**src/hdl/foc_pkg.sv**
```systemverilog
package foc_pkg;

   localparam int IN_WIDTH   = 16;
   localparam int VOLT_WIDTH = 15;
   localparam int GAIN_WIDTH = 16;
   localparam int CSR_ADDR_WIDTH = 2;
   localparam int CUR_FRAC   = 12;
   localparam int TRIG_FRAC  = 14;
   localparam int INV_SQRT3_Q16 = 37837;
   localparam int INT_LIMIT  = 800 * 4096;
   localparam int VOLT_LIMIT = 2 * 4096;

   typedef enum logic [CSR_ADDR_WIDTH-1:0] {
      REG_PROP_GAIN_D = 2'd0,
      REG_INT_GAIN_D  = 2'd1,
      REG_PROP_GAIN_Q = 2'd2,
      REG_INT_GAIN_Q  = 2'd3
   } reg_index_type;

   // Datapath micro-operations, one per controller step
   typedef enum logic [3:0] {
      OP_NONE,
      OP_LOAD,
      OP_BETA,
      OP_MD0,
      OP_MD1,
      OP_MQ0,
      OP_MQ1,
      OP_ERR,
      OP_INTEG,
      OP_PD_KP,
      OP_PD_KI,
      OP_PQ_KP,
      OP_PQ_KI,
      OP_VA0,
      OP_VA1,
      OP_VB0
   } op_type;

   typedef struct packed {
      op_type op;
      logic   sel_q;
      logic   last;
   } cmd_type;

endpackage

```
**src/hdl/foc_if.sv**
```systemverilog
interface foc_req_if;
   logic        valid;
   logic        ready;
   logic signed [15:0] phase_a_current;
   logic signed [15:0] phase_b_current;
   logic signed [15:0] angle_sine;
   logic signed [15:0] angle_cosine;
   logic signed [15:0] target_d;
   logic signed [15:0] target_q;
   modport source (output valid, phase_a_current, phase_b_current, angle_sine,
                   angle_cosine, target_d, target_q, input ready);
   modport sink (input valid, phase_a_current, phase_b_current, angle_sine,
                 angle_cosine, target_d, target_q, output ready);
endinterface

interface foc_rsp_if;
   logic        valid;
   logic        ready;
   logic signed [15:0] measured_d;
   logic signed [15:0] measured_q;
   logic signed [14:0] volt_d;
   logic signed [14:0] volt_q;
   logic signed [15:0] volt_alpha;
   logic signed [15:0] volt_beta;
   modport source (output valid, measured_d, measured_q, volt_d, volt_q,
                   volt_alpha, volt_beta, input ready);
   modport sink (input valid, measured_d, measured_q, volt_d, volt_q,
                 volt_alpha, volt_beta, output ready);
endinterface

```
**src/hdl/foc_current_loop.sv**
```systemverilog
// Channel | Dir | Payload
// req     | in  | phase_a/b_current, angle_sine/cosine, target_d/q
// rsp     | out | measured_d/q, volt_d/q, volt_alpha/beta
// csr     | in  | 2-bit index, 16-bit gain write
// An item is taken only in the idle state, so the next item is accepted only after the
// previous result is loaded into the output register: every product goes through a single
// shared multiplier with a registered accumulator, one term per cycle.
// Reset is synchronous and restores gains and zeroes both integrators.
// A result waits in an output register; if the previous result is still there, the
// block holds in its last step, and the next item is taken once the result is loaded.
module foc_current_loop #(
   parameter int SAMPLE_WIDTH = 16,
   parameter int ACCUM_WIDTH  = 24
) (
   input  logic        clock,
   input  logic        reset,
   foc_req_if.sink     req,
   foc_rsp_if.source   rsp,
   input  logic        csr_write_enable,
   input  logic [1:0]  csr_index,
   input  logic [15:0] csr_write_data
);

   foc_pkg::cmd_type cmd;

   foc_ctrl u_ctrl (
      .clock     (clock),
      .reset     (reset),
      .in_valid  (req.valid),
      .in_ready  (req.ready),
      .out_valid (rsp.valid),
      .out_ready (rsp.ready),
      .cmd       (cmd)
   );

   foc_dp #(
      .SAMPLE_WIDTH (SAMPLE_WIDTH),
      .ACCUM_WIDTH  (ACCUM_WIDTH)
   ) u_dp (
      .clock            (clock),
      .reset            (reset),
      .cmd              (cmd),
      .csr_write_enable (csr_write_enable),
      .csr_index        (csr_index),
      .csr_write_data   (csr_write_data),
      .in_a             (req.phase_a_current),
      .in_b             (req.phase_b_current),
      .in_sin           (req.angle_sine),
      .in_cos           (req.angle_cosine),
      .in_td            (req.target_d),
      .in_tq            (req.target_q),
      .out_md           (rsp.measured_d),
      .out_mq           (rsp.measured_q),
      .out_vd           (rsp.volt_d),
      .out_vq           (rsp.volt_q),
      .out_va           (rsp.volt_alpha),
      .out_vb           (rsp.volt_beta)
   );

endmodule

```
**src/hdl/foc_ctrl.sv**
```systemverilog
module foc_ctrl (
   input  logic              clock,
   input  logic              reset,
   input  logic              in_valid,
   output logic              in_ready,
   output logic              out_valid,
   input  logic              out_ready,
   output foc_pkg::cmd_type  cmd
);

   typedef enum logic [4:0] {
      S_IDLE, S_BETA, S_MD0, S_MD1, S_MQ0, S_MQ1, S_ERRD, S_ERRQ, S_INTD, S_INTQ,
      S_PDKP, S_PDKI, S_PQKP, S_PQKI, S_VA0, S_VA1, S_VB0, S_VB1, S_OUT
   } state_type;

   state_type state_ff, state_in;
   logic      out_valid_ff, out_valid_in;

   always_comb begin
      state_in     = state_ff;
      out_valid_in = out_valid_ff;
      cmd          = '{op: foc_pkg::OP_NONE, sel_q: 1'b0, last: 1'b0};
      in_ready     = 1'b0;
      if (out_valid_ff && out_ready) begin
         out_valid_in = 1'b0;
      end
      unique case (state_ff)
         S_IDLE: begin
            in_ready = 1'b1;
            if (in_valid) begin
               cmd.op   = foc_pkg::OP_LOAD;
               state_in = S_BETA;
            end
         end
         S_BETA: begin cmd.op = foc_pkg::OP_BETA; state_in = S_MD0; end
         S_MD0:  begin cmd.op = foc_pkg::OP_MD0;  state_in = S_MD1; end
         S_MD1:  begin cmd.op = foc_pkg::OP_MD1;  state_in = S_MQ0; end
         S_MQ0:  begin cmd.op = foc_pkg::OP_MQ0;  state_in = S_MQ1; end
         S_MQ1:  begin cmd.op = foc_pkg::OP_MQ1;  state_in = S_ERRD; end
         S_ERRD: begin cmd.op = foc_pkg::OP_ERR;  state_in = S_ERRQ; end
         S_ERRQ: begin cmd.op = foc_pkg::OP_ERR; cmd.sel_q = 1'b1; state_in = S_INTD; end
         S_INTD: begin cmd.op = foc_pkg::OP_INTEG; state_in = S_INTQ; end
         S_INTQ: begin cmd.op = foc_pkg::OP_INTEG; cmd.sel_q = 1'b1; state_in = S_PDKP; end
         S_PDKP: begin cmd.op = foc_pkg::OP_PD_KP; state_in = S_PDKI; end
         S_PDKI: begin cmd.op = foc_pkg::OP_PD_KI; state_in = S_PQKP; end
         S_PQKP: begin cmd.op = foc_pkg::OP_PQ_KP; state_in = S_PQKI; end
         S_PQKI: begin cmd.op = foc_pkg::OP_PQ_KI; state_in = S_VA0; end
         S_VA0:  begin cmd.op = foc_pkg::OP_VA0;  state_in = S_VA1; end
         S_VA1:  begin cmd.op = foc_pkg::OP_VA1;  state_in = S_VB0; end
         S_VB0:  begin cmd.op = foc_pkg::OP_VB0;  state_in = S_VB1; end
         S_VB1:  begin cmd.op = foc_pkg::OP_VA1; cmd.sel_q = 1'b1; state_in = S_OUT; end
         S_OUT: begin
            // wait for the previous item to drain from the output register
            if (!out_valid_ff || out_ready) begin
               cmd.last     = 1'b1;
               out_valid_in = 1'b1;
               state_in     = S_IDLE;
            end
         end
         default: state_in = S_IDLE;
      endcase
   end

   always_ff @(posedge clock) begin
      if (reset) begin
         state_ff     <= S_IDLE;
         out_valid_ff <= 1'b0;
      end else begin
         state_ff     <= state_in;
         out_valid_ff <= out_valid_in;
      end
   end

   assign out_valid = out_valid_ff;

endmodule

```
**src/hdl/foc_dp.sv**
```systemverilog
module foc_dp #(
   parameter int SAMPLE_WIDTH = 16,
   parameter int ACCUM_WIDTH  = 24
) (
   input  logic                    clock,
   input  logic                    reset,
   input  foc_pkg::cmd_type        cmd,
   input  logic                    csr_write_enable,
   input  logic [foc_pkg::CSR_ADDR_WIDTH-1:0] csr_index,
   input  logic [foc_pkg::GAIN_WIDTH-1:0]     csr_write_data,
   input  logic signed [15:0]      in_a,
   input  logic signed [15:0]      in_b,
   input  logic signed [15:0]      in_sin,
   input  logic signed [15:0]      in_cos,
   input  logic signed [15:0]      in_td,
   input  logic signed [15:0]      in_tq,
   output logic signed [15:0]      out_md,
   output logic signed [15:0]      out_mq,
   output logic signed [14:0]      out_vd,
   output logic signed [14:0]      out_vq,
   output logic signed [15:0]      out_va,
   output logic signed [15:0]      out_vb
);

   localparam int SW = SAMPLE_WIDTH;
   localparam int AW = ACCUM_WIDTH;
   // product width: one shared signed multiplier, operands of MA and 18 bits
   localparam int MA = (AW > SW + 2) ? AW : SW + 2;
   localparam int PW = MA + 18;
   // room for the Kp term moved up by 8 bits plus the Ki term
   localparam int SUMW = PW + 8;
   // integrator sum holds the +/-800 limit as well as any state plus error
   localparam int XW = (AW > SW) ? AW : SW;
   localparam int IW = (XW > 22) ? XW + 2 : 24;
   localparam logic signed [SUMW-1:0] SW_HI = SUMW'((64'sd1 <<< (SW - 1)) - 1);
   localparam logic signed [SUMW-1:0] SW_LO = -SW_HI - SUMW'(1);

   logic [15:0] kpd_ff, kid_ff, kpq_ff, kiq_ff;
   logic signed [15:0] a_ff, b_ff, sn_ff, cs_ff, td_ff, tq_ff;
   logic signed [SW-1:0] beta_ff, md_ff, mq_ff, ed_ff, eq_ff, va_ff, vb_ff;
   logic signed [14:0] ud_ff, uq_ff;
   logic signed [AW-1:0] intd_ff, intq_ff;
   logic signed [SUMW-1:0] acc_ff;
   logic signed [15:0] omd_ff, omq_ff, ova_ff, ovb_ff;
   logic signed [14:0] ovd_ff, ovq_ff;
   logic               vb_pend_ff;

   logic signed [MA-1:0] mul_x;
   logic signed [17:0]   mul_y;
   logic signed [PW-1:0] prod;
   logic signed [SUMW-1:0] acc_sum;
   logic signed [SUMW-1:0] r14, r16;
   logic signed [SW-1:0] sat14, sat16, err_sat;
   logic signed [SW+1:0] err_raw;
   logic signed [IW-1:0] integ_raw;
   logic signed [AW-1:0] integ_sat;
   logic signed [14:0]   volt_sat;
   logic signed [SUMW-1:0] acc_in;
   logic                 acc_add, acc_neg;

   function automatic logic signed [SW-1:0] sat_sw(input logic signed [SUMW-1:0] x);
      if (x > SW_HI) return SW_HI[SW-1:0];
      if (x < SW_LO) return SW_LO[SW-1:0];
      return x[SW-1:0];
   endfunction

   function automatic logic signed [15:0] sat16f(input logic signed [SW-1:0] x);
      logic signed [SW+1:0] e;
      e = (SW+2)'(x);
      if (e > (SW+2)'(32767)) return 16'sh7fff;
      if (e < -(SW+2)'(32768)) return 16'sh8000;
      return e[15:0];
   endfunction

   // multiplier operand select
   always_comb begin
      mul_x   = '0;
      mul_y   = '0;
      acc_add = 1'b0;
      acc_neg = 1'b0;
      case (cmd.op)
         foc_pkg::OP_BETA: begin
            mul_x = MA'(a_ff) + (MA'(b_ff) <<< 1);
            mul_y = 18'(foc_pkg::INV_SQRT3_Q16);
         end
         foc_pkg::OP_MD0: begin mul_x = MA'(a_ff); mul_y = 18'(cs_ff); end
         foc_pkg::OP_MD1: begin mul_x = MA'(beta_ff); mul_y = 18'(sn_ff); acc_add = 1'b1; end
         foc_pkg::OP_MQ0: begin mul_x = MA'(beta_ff); mul_y = 18'(cs_ff); end
         foc_pkg::OP_MQ1: begin
            mul_x = MA'(a_ff); mul_y = 18'(sn_ff); acc_add = 1'b1; acc_neg = 1'b1;
         end
         foc_pkg::OP_PD_KP: begin mul_x = MA'(ed_ff); mul_y = 18'(kpd_ff); end
         foc_pkg::OP_PD_KI: begin mul_x = MA'(intd_ff); mul_y = 18'(kid_ff); acc_add = 1'b1; end
         foc_pkg::OP_PQ_KP: begin mul_x = MA'(eq_ff); mul_y = 18'(kpq_ff); end
         foc_pkg::OP_PQ_KI: begin mul_x = MA'(intq_ff); mul_y = 18'(kiq_ff); acc_add = 1'b1; end
         foc_pkg::OP_VA0: begin mul_x = MA'(ud_ff); mul_y = 18'(cs_ff); end
         foc_pkg::OP_VA1: begin
            if (cmd.sel_q) begin
               mul_x = MA'(uq_ff); mul_y = 18'(cs_ff); acc_add = 1'b1;
            end else begin
               mul_x = MA'(uq_ff); mul_y = 18'(sn_ff); acc_add = 1'b1; acc_neg = 1'b1;
            end
         end
         foc_pkg::OP_VB0: begin mul_x = MA'(ud_ff); mul_y = 18'(sn_ff); end
         default: ;
      endcase
   end

   assign prod = PW'(mul_x) * PW'(mul_y);
   // Kp terms are scaled by 256 to line up with Ki terms
   always_comb begin
      acc_in = SUMW'(prod);
      if (cmd.op == foc_pkg::OP_PD_KP || cmd.op == foc_pkg::OP_PQ_KP) begin
         acc_in = SUMW'(prod) <<< 8;
      end
      if (acc_neg) acc_in = -acc_in;
      acc_sum = acc_add ? acc_ff + acc_in : acc_in;
   end

   // rounding of the accumulator (half up, floor shift)
   assign r14   = (acc_ff + SUMW'(1 << (foc_pkg::TRIG_FRAC - 1))) >>> foc_pkg::TRIG_FRAC;
   assign r16   = (acc_ff + SUMW'(1 << 15)) >>> 16;
   assign sat14 = sat_sw(r14);
   assign sat16 = sat_sw(r16);

   assign err_raw  = cmd.sel_q ? (SW+2)'(tq_ff) - (SW+2)'(mq_ff)
                               : (SW+2)'(td_ff) - (SW+2)'(md_ff);
   assign err_sat  = sat_sw(SUMW'(err_raw));

   always_comb begin
      integ_raw = cmd.sel_q ? IW'(intq_ff) + IW'(eq_ff)
                            : IW'(intd_ff) + IW'(ed_ff);
      if (integ_raw > IW'(foc_pkg::INT_LIMIT)) integ_raw = IW'(foc_pkg::INT_LIMIT);
      if (integ_raw < -IW'(foc_pkg::INT_LIMIT)) integ_raw = -IW'(foc_pkg::INT_LIMIT);
      if (integ_raw > IW'((64'sd1 <<< (AW - 1)) - 1)) begin
         integ_sat = {1'b0, {(AW-1){1'b1}}};
      end else if (integ_raw < -IW'(64'sd1 <<< (AW - 1))) begin
         integ_sat = {1'b1, {(AW-1){1'b0}}};
      end else begin
         integ_sat = integ_raw[AW-1:0];
      end
   end

   always_comb begin
      if (r16 > SUMW'(foc_pkg::VOLT_LIMIT)) volt_sat = 15'(foc_pkg::VOLT_LIMIT);
      else if (r16 < -SUMW'(foc_pkg::VOLT_LIMIT)) volt_sat = -15'(foc_pkg::VOLT_LIMIT);
      else volt_sat = r16[14:0];
   end

   always_ff @(posedge clock) begin
      if (reset) begin
         kpd_ff  <= 16'd256;
         kid_ff  <= '0;
         kpq_ff  <= 16'd256;
         kiq_ff  <= '0;
         intd_ff <= '0;
         intq_ff <= '0;
      end else begin
         if (csr_write_enable) begin
            unique case (foc_pkg::reg_index_type'(csr_index))
               foc_pkg::REG_PROP_GAIN_D: kpd_ff <= csr_write_data;
               foc_pkg::REG_INT_GAIN_D:  kid_ff <= csr_write_data;
               foc_pkg::REG_PROP_GAIN_Q: kpq_ff <= csr_write_data;
               foc_pkg::REG_INT_GAIN_Q:  kiq_ff <= csr_write_data;
               default: ;
            endcase
         end
         if (cmd.op == foc_pkg::OP_INTEG) begin
            if (cmd.sel_q) intq_ff <= integ_sat;
            else           intd_ff <= integ_sat;
         end
      end
   end

   // many steps also consume the previous step's accumulator
   always_ff @(posedge clock) begin
      acc_ff <= acc_sum;
      case (cmd.op)
         foc_pkg::OP_LOAD: begin
            a_ff <= in_a; b_ff <= in_b; sn_ff <= in_sin; cs_ff <= in_cos;
            td_ff <= in_td; tq_ff <= in_tq;
         end
         foc_pkg::OP_MD0:  beta_ff <= sat16;
         foc_pkg::OP_MQ0:  md_ff   <= sat14;
         foc_pkg::OP_ERR: begin
            if (cmd.sel_q) eq_ff <= err_sat;
            else           ed_ff <= err_sat;
         end
         foc_pkg::OP_PQ_KP: ud_ff <= volt_sat;
         foc_pkg::OP_VA0:   uq_ff <= volt_sat;
         foc_pkg::OP_VB0:   va_ff <= sat14;
         default: ;
      endcase
      if (cmd.op == foc_pkg::OP_ERR && !cmd.sel_q) begin
         // accumulator still holds the q-current sum after its second step
         mq_ff <= sat14;
      end
      // beta-voltage sum sits in the accumulator only in the first output-wait cycle
      if (vb_pend_ff) begin
         vb_ff <= sat14;
      end
      if (cmd.last) begin
         omd_ff <= sat16f(md_ff);
         omq_ff <= sat16f(mq_ff);
         ovd_ff <= ud_ff;
         ovq_ff <= uq_ff;
         ova_ff <= sat16f(va_ff);
         ovb_ff <= sat16f(vb_pend_ff ? sat14 : vb_ff);
      end
   end

   always_ff @(posedge clock) begin
      if (reset) vb_pend_ff <= 1'b0;
      else vb_pend_ff <= (cmd.op == foc_pkg::OP_VA1 && cmd.sel_q);
   end

   assign out_md = omd_ff;
   assign out_mq = omq_ff;
   assign out_vd = ovd_ff;
   assign out_vq = ovq_ff;
   assign out_va = ova_ff;
   assign out_vb = ovb_ff;

endmodule
```
**src/flat_wrapper.sv**
```systemverilog
// flat-port wrapper written by rule: the top's interface ports become plain ports
module foc_current_loop_flat 
#(
   parameter int SAMPLE_WIDTH = 16,
   parameter int ACCUM_WIDTH  = 24
)
  (clock, reset, csr_write_enable, csr_index, csr_write_data, req_valid, req_phase_a_current, req_phase_b_current, req_angle_sine, req_angle_cosine, req_target_d, req_target_q, req_ready, rsp_valid, rsp_measured_d, rsp_measured_q, rsp_volt_d, rsp_volt_q, rsp_volt_alpha, rsp_volt_beta, rsp_ready);
  foc_req_if req_i ();
  foc_rsp_if rsp_i ();
  input  logic clock;
  input  logic reset;
  input  logic csr_write_enable;
  input  logic [1:0] csr_index;
  input  logic [15:0] csr_write_data;
  input wire logic [$bits(req_i.valid)-1:0] req_valid;
  input wire logic [$bits(req_i.phase_a_current)-1:0] req_phase_a_current;
  input wire logic [$bits(req_i.phase_b_current)-1:0] req_phase_b_current;
  input wire logic [$bits(req_i.angle_sine)-1:0] req_angle_sine;
  input wire logic [$bits(req_i.angle_cosine)-1:0] req_angle_cosine;
  input wire logic [$bits(req_i.target_d)-1:0] req_target_d;
  input wire logic [$bits(req_i.target_q)-1:0] req_target_q;
  output wire logic [$bits(req_i.ready)-1:0] req_ready;
  output wire logic [$bits(rsp_i.valid)-1:0] rsp_valid;
  output wire logic [$bits(rsp_i.measured_d)-1:0] rsp_measured_d;
  output wire logic [$bits(rsp_i.measured_q)-1:0] rsp_measured_q;
  output wire logic [$bits(rsp_i.volt_d)-1:0] rsp_volt_d;
  output wire logic [$bits(rsp_i.volt_q)-1:0] rsp_volt_q;
  output wire logic [$bits(rsp_i.volt_alpha)-1:0] rsp_volt_alpha;
  output wire logic [$bits(rsp_i.volt_beta)-1:0] rsp_volt_beta;
  input wire logic [$bits(rsp_i.ready)-1:0] rsp_ready;
  assign req_i.valid = req_valid;
  assign req_i.phase_a_current = req_phase_a_current;
  assign req_i.phase_b_current = req_phase_b_current;
  assign req_i.angle_sine = req_angle_sine;
  assign req_i.angle_cosine = req_angle_cosine;
  assign req_i.target_d = req_target_d;
  assign req_i.target_q = req_target_q;
  assign req_ready = req_i.ready;
  assign rsp_valid = rsp_i.valid;
  assign rsp_measured_d = rsp_i.measured_d;
  assign rsp_measured_q = rsp_i.measured_q;
  assign rsp_volt_d = rsp_i.volt_d;
  assign rsp_volt_q = rsp_i.volt_q;
  assign rsp_volt_alpha = rsp_i.volt_alpha;
  assign rsp_volt_beta = rsp_i.volt_beta;
  assign rsp_i.ready = rsp_ready;
  foc_current_loop #(.SAMPLE_WIDTH(SAMPLE_WIDTH), .ACCUM_WIDTH(ACCUM_WIDTH)) u_core (.clock(clock), .reset(reset), .req(req_i), .rsp(rsp_i), .csr_write_enable(csr_write_enable), .csr_index(csr_index), .csr_write_data(csr_write_data));
endmodule
```
**config.mk**
```make
export PLATFORM = sky130hd
export DESIGN_NAME = foc_current_loop_flat
export DESIGN_NICKNAME = d
export VERILOG_FILES = /design/src/hdl/foc_pkg.sv /design/src/hdl/foc_if.sv /design/src/hdl/foc_current_loop.sv /design/src/hdl/foc_ctrl.sv /design/src/hdl/foc_dp.sv /design/src/flat_wrapper.sv
export SDC_FILE = /design/constraint.sdc
export NUM_CORES = 2
export LEC_CHECK = 0
export BUFFER_PORTS_ARGS = -buffer_cell sky130_fd_sc_hd__buf_2
export CAP_MARGIN = 20
export CORE_ASPECT_RATIO = 1.4
export CORE_UTILIZATION = 30
export CTS_CLUSTER_DIAMETER = 60
export DETAILED_ROUTE_END_ITERATION = 10
export PLACE_DENSITY = 0.43
export SLEW_MARGIN = 20
export SYNTH_ARGS = -nofsm -noshare
export SYNTH_HDL_FRONTEND = slang
export SYNTH_SLANG_ARGS = --single-unit
export TNS_END_PERCENT = 5
```
**constraint.sdc**
```tcl
create_clock -name clock -period 14.1 [get_ports clock]
set_input_delay 0.705 -clock clock [delete_from_list [all_inputs] [get_ports clock]]
set_output_delay 0.705 -clock clock [all_outputs]
set_load 0.05 [all_outputs]
```
==> flow_metrics.tcl <==
set metrics [dict create \
    cts_made_buffers 57 \
    synthFlopType "edfxtp_1" \
    ctsRootBufferMaster "clkbuf_16" \
    crit_path_max_incr_delay_ns 0.61 \
    synth_cell_types 109 \
    design.die.area_mm2 0.1522 \
    yosysWarnings 0 \
    synth_area_leaders "edfxtp_1 21%, fa_1 19%, dfxtp_1 8.2%" \
    cts.sinks 501 \
    rsz0062_at_grt "false" \
    grt_max_degree 80 \
    cp-end-kind "register" \
    port_buffers 214 \
    timing.hold.ws_ns 0.2160 \
    fin_tns_setup_ns 0 \
    ys_seq_elements 501 \
    vias_per_cell 5.151 \
    finClkSkew_ns 0.03840 \
    min_path_type "in2reg" \
    async_flop_share_pct 0 \
    antenna_found_initial 11 \
    crit_required_ns 14.65 \
    slew_headroom_pct 26.82 \
    vias 36130 \
    tritoncts "yes" \
    pwr-share-clk_pct 16.4 \
    largest_reg_flops 50 \
    drive_gt1_share_pct 11.33 \
    place_hpwl_mm 126.6 \
    synth_common_cells "643 x nand2_1, 610 x inv_1, 432 x fa_1" \
    start_util_pct 30.19 \
    die_w_um 330.0 \
    cts.path.max_buffers 3 \
    route.detailed.drc 0 \
    h-tree-depth 2 \
    period_needed_ns 13.19 \
    period_share_pct 93.55 \
    grt_pass1_vias 36690 \
    overflow 0 \
    p_leak_uw 0.02168 \
    crit_type "reg2reg" \
    maxCapViolCount 0 \
    area_growth_pct 12.09 \
    reg_top3 "u_core.u_dp.acc_ff: 50 flops, u_core.u_dp.intd_ff: 24 flops, u_core.u_dp.intq_ff: 24 flops" \
    drt_wl_total_mm 158.8 \
    synth_fp_nets 5681 \
    core.rowCount 168 \
    syn_area_mm2 0.04518 \
    internal_power_uw 4858 \
    grt_pass1_wl_mm 235.8 \
    p_comb_share_pct 63.2 \
    drtPass1Iterations 6 \
    syn_avg_cell_area_um2 9.272 \
    boundaryPins 215 \
    worst_pin_slew_ns 1.098 \
    power_density_mw_per_mm2 186.7 \
    cp.arrival_ns 13.74 \
    insertion_delay_ns 0.66 \
    power_frac_seq_pct 20.3 \
    cpMaxStageDelayCell "a211o_1" \
    avgRoutedWirePerCell_um 22.64 \
    grt_use_total_pct 20.78 \
    die-height_um 461.2 \
    crit_fanout 10 \
    gp_congestion 0.9215 \
    max_freq_ghz 0.07581 \
    status "completed" \
    switchingPower_uw 4599 \
    vdd_drop_max_mv 0.1291 \
    core_mm2 0.1497 \
    cp_common_cell "fa_1" \
    setup_viol 0 \
    cp-start-kind "register" \
    top_register "u_core.u_dp.acc_ff" \
    swShare_pct 48.63 \
    synth_top_area_cell "edfxtp_1" \
    hold_violations 0 \
    post-synth-top-count-cell "nand2_1" \
    seq_area_frac_synth_pct 29.20 \
    slew_viol_final 0 \
    drtIter0Drc 2358 \
    ant_nets 0 \
    clk_pin_slew_ns 0.07 \
    nets 5816 \
    synth_cells 4873 \
    synth_edf_count 316 \
    synth_top_area_share_pct 21.00 \
]
==> power by group through the flow <==
stage,clock network (uW),logic (uW),registers [uW]
final,1550,5980,1920
after detailed placement,0,6030,1960
after CTS,1590,6070,1930
after floorplan,0,4340,1830
after global placement,0,6040,1960
after global routing,1640,6670,1940
==> stage by stage <==
step / utilization (%) / worst slack [ns] / instances / area (um2) / total power, uW
2_1_floorplan: - / 2.195 / 4873 / 45180 / 6173
3_3_place_gp: 32.49 / 0.7062 / 6897 / 48630 / 7992
3_5_place_dp: 32.49 / 0.7137 / 6897 / 48630 / 7991
4_1_cts: 33.79 / 0.6704 / 7005 / 50570 / 9587
5_1_grt: 33.84 / 0.08619 / 7013 / 50640 / 10250
6_report: 33.84 / 0.9095 / 7013 / 50640 / 9458
==> worst max-delay path: cells and delay by family (launching register included) <==
kind	cells	cell delay (ns)
XOR/XNOR	3	0.48
AO/OA/AOI/OAI	22	5.18
buffers and inverters	5	0.56
flip-flops	1	0.46
adder cells (fa/ha/maj)	9	4.16
AND/OR/NAND/NOR	9	2.23
==> cell usage in the layout, fill, tap and decap left out, types with 13 or more instances in the layout <==
| cell | instances |
|---|---|
| and2_1 | 121 |
| nor4_1 | 17 |
| a22oi_1 | 72 |
| nand2_1 | 643 |
| o21bai_1 | 23 |
| o21a_1 | 32 |
| nor3_1 | 51 |
| mux2i_1 | 36 |
| nand3_1 | 87 |
| nand2b_1 | 27 |
| and3_1 | 43 |
| fa_1 | 432 |
| xor2_1 | 100 |
| and4_1 | 13 |
| o21ai_0 | 162 |
| or3_1 | 26 |
| a31oi_1 | 53 |
| a221oi_1 | 23 |
| a21oi_1 | 266 |
| inv_1 | 610 |
| buf_2 | 214 |
| o31ai_1 | 32 |
| nor2b_1 | 21 |
| buf_4 | 128 |
| dfxtp_1 | 184 |
| nor2_1 | 277 |
| a211oi_1 | 38 |
| mux2_2 | 43 |
| edfxtp_1 | 316 |
| or2_2 | 15 |
| a21o_1 | 77 |
| o211ai_1 | 25 |
| clkbuf_16 | 59 |
| nand4_1 | 37 |
| o21ai_1 | 29 |
| ha_1 | 257 |
| a221o_1 | 38 |
| xnor2_1 | 139 |
==> logic make-up (layout without fill, tap and decap cells) <==
group	count (synthesis)	in the layout	share of synthesized area [%]
buffers and inverters	878	1062	7.491
other	0	1	0
xor gates and xnor gates	240	240	4.669
muxes	80	80	1.891
DFF	501	501	29.20
adders and majority gates	696	696	26.41
AOI/OAI and AO/OA	1014	1014	15.03
and+or+nand+nor	1464	1464	15.31
==> final cells by class <==
class	count	area [um2]
Fill cell	15630	99020
Multi-Input combinational cell	3494	28720
Sequential cell	501	13190
Tap cell	1955	2446
Inverter	611	2293
Timing Repair Buffer	343	2039
Clock buffer	73	1559
Clock inverter	35	386.6
Antenna cell	1	2.502
==> layer usage <==
metal | global-route usage, % | vias up | wire, um
met3 | 1.555 | 230 | 5756
met1 | 24.98 | 18230 | 64060
met4 | 6.473 | 0 | 5387
met5 | 0 | - | 0
li1 | - | 16810 | -
met2 | 38.78 | 857 | 83600
==> path summary, 6_finish.rpt <==
check | slack, ns | cells past startpoint | endpoint | from
worst min-delay path | 0.22 | 1 | u_core.u_dp.a_ff[7] | req_phase_a_current[7]
worst max-delay path | 0.91 | 48 | u_core.u_dp.acc_ff[49] | u_core.u_dp.a_ff[2]
worst min register to register | 0.42 | 0 | u_core.u_dp.out_va[8] | u_core.u_dp.va_ff[8]
worst max register to register | 0.91 | 48 | u_core.u_dp.acc_ff[49] | u_core.u_dp.a_ff[2]
==> repair_timing <==
item,CTS,global route
gates resized for setup,0,2
hold buffers,0,0
endpoints found under the setup margin,0,3
setup buffers,0,5
Power figures use the tool's default switching activity.
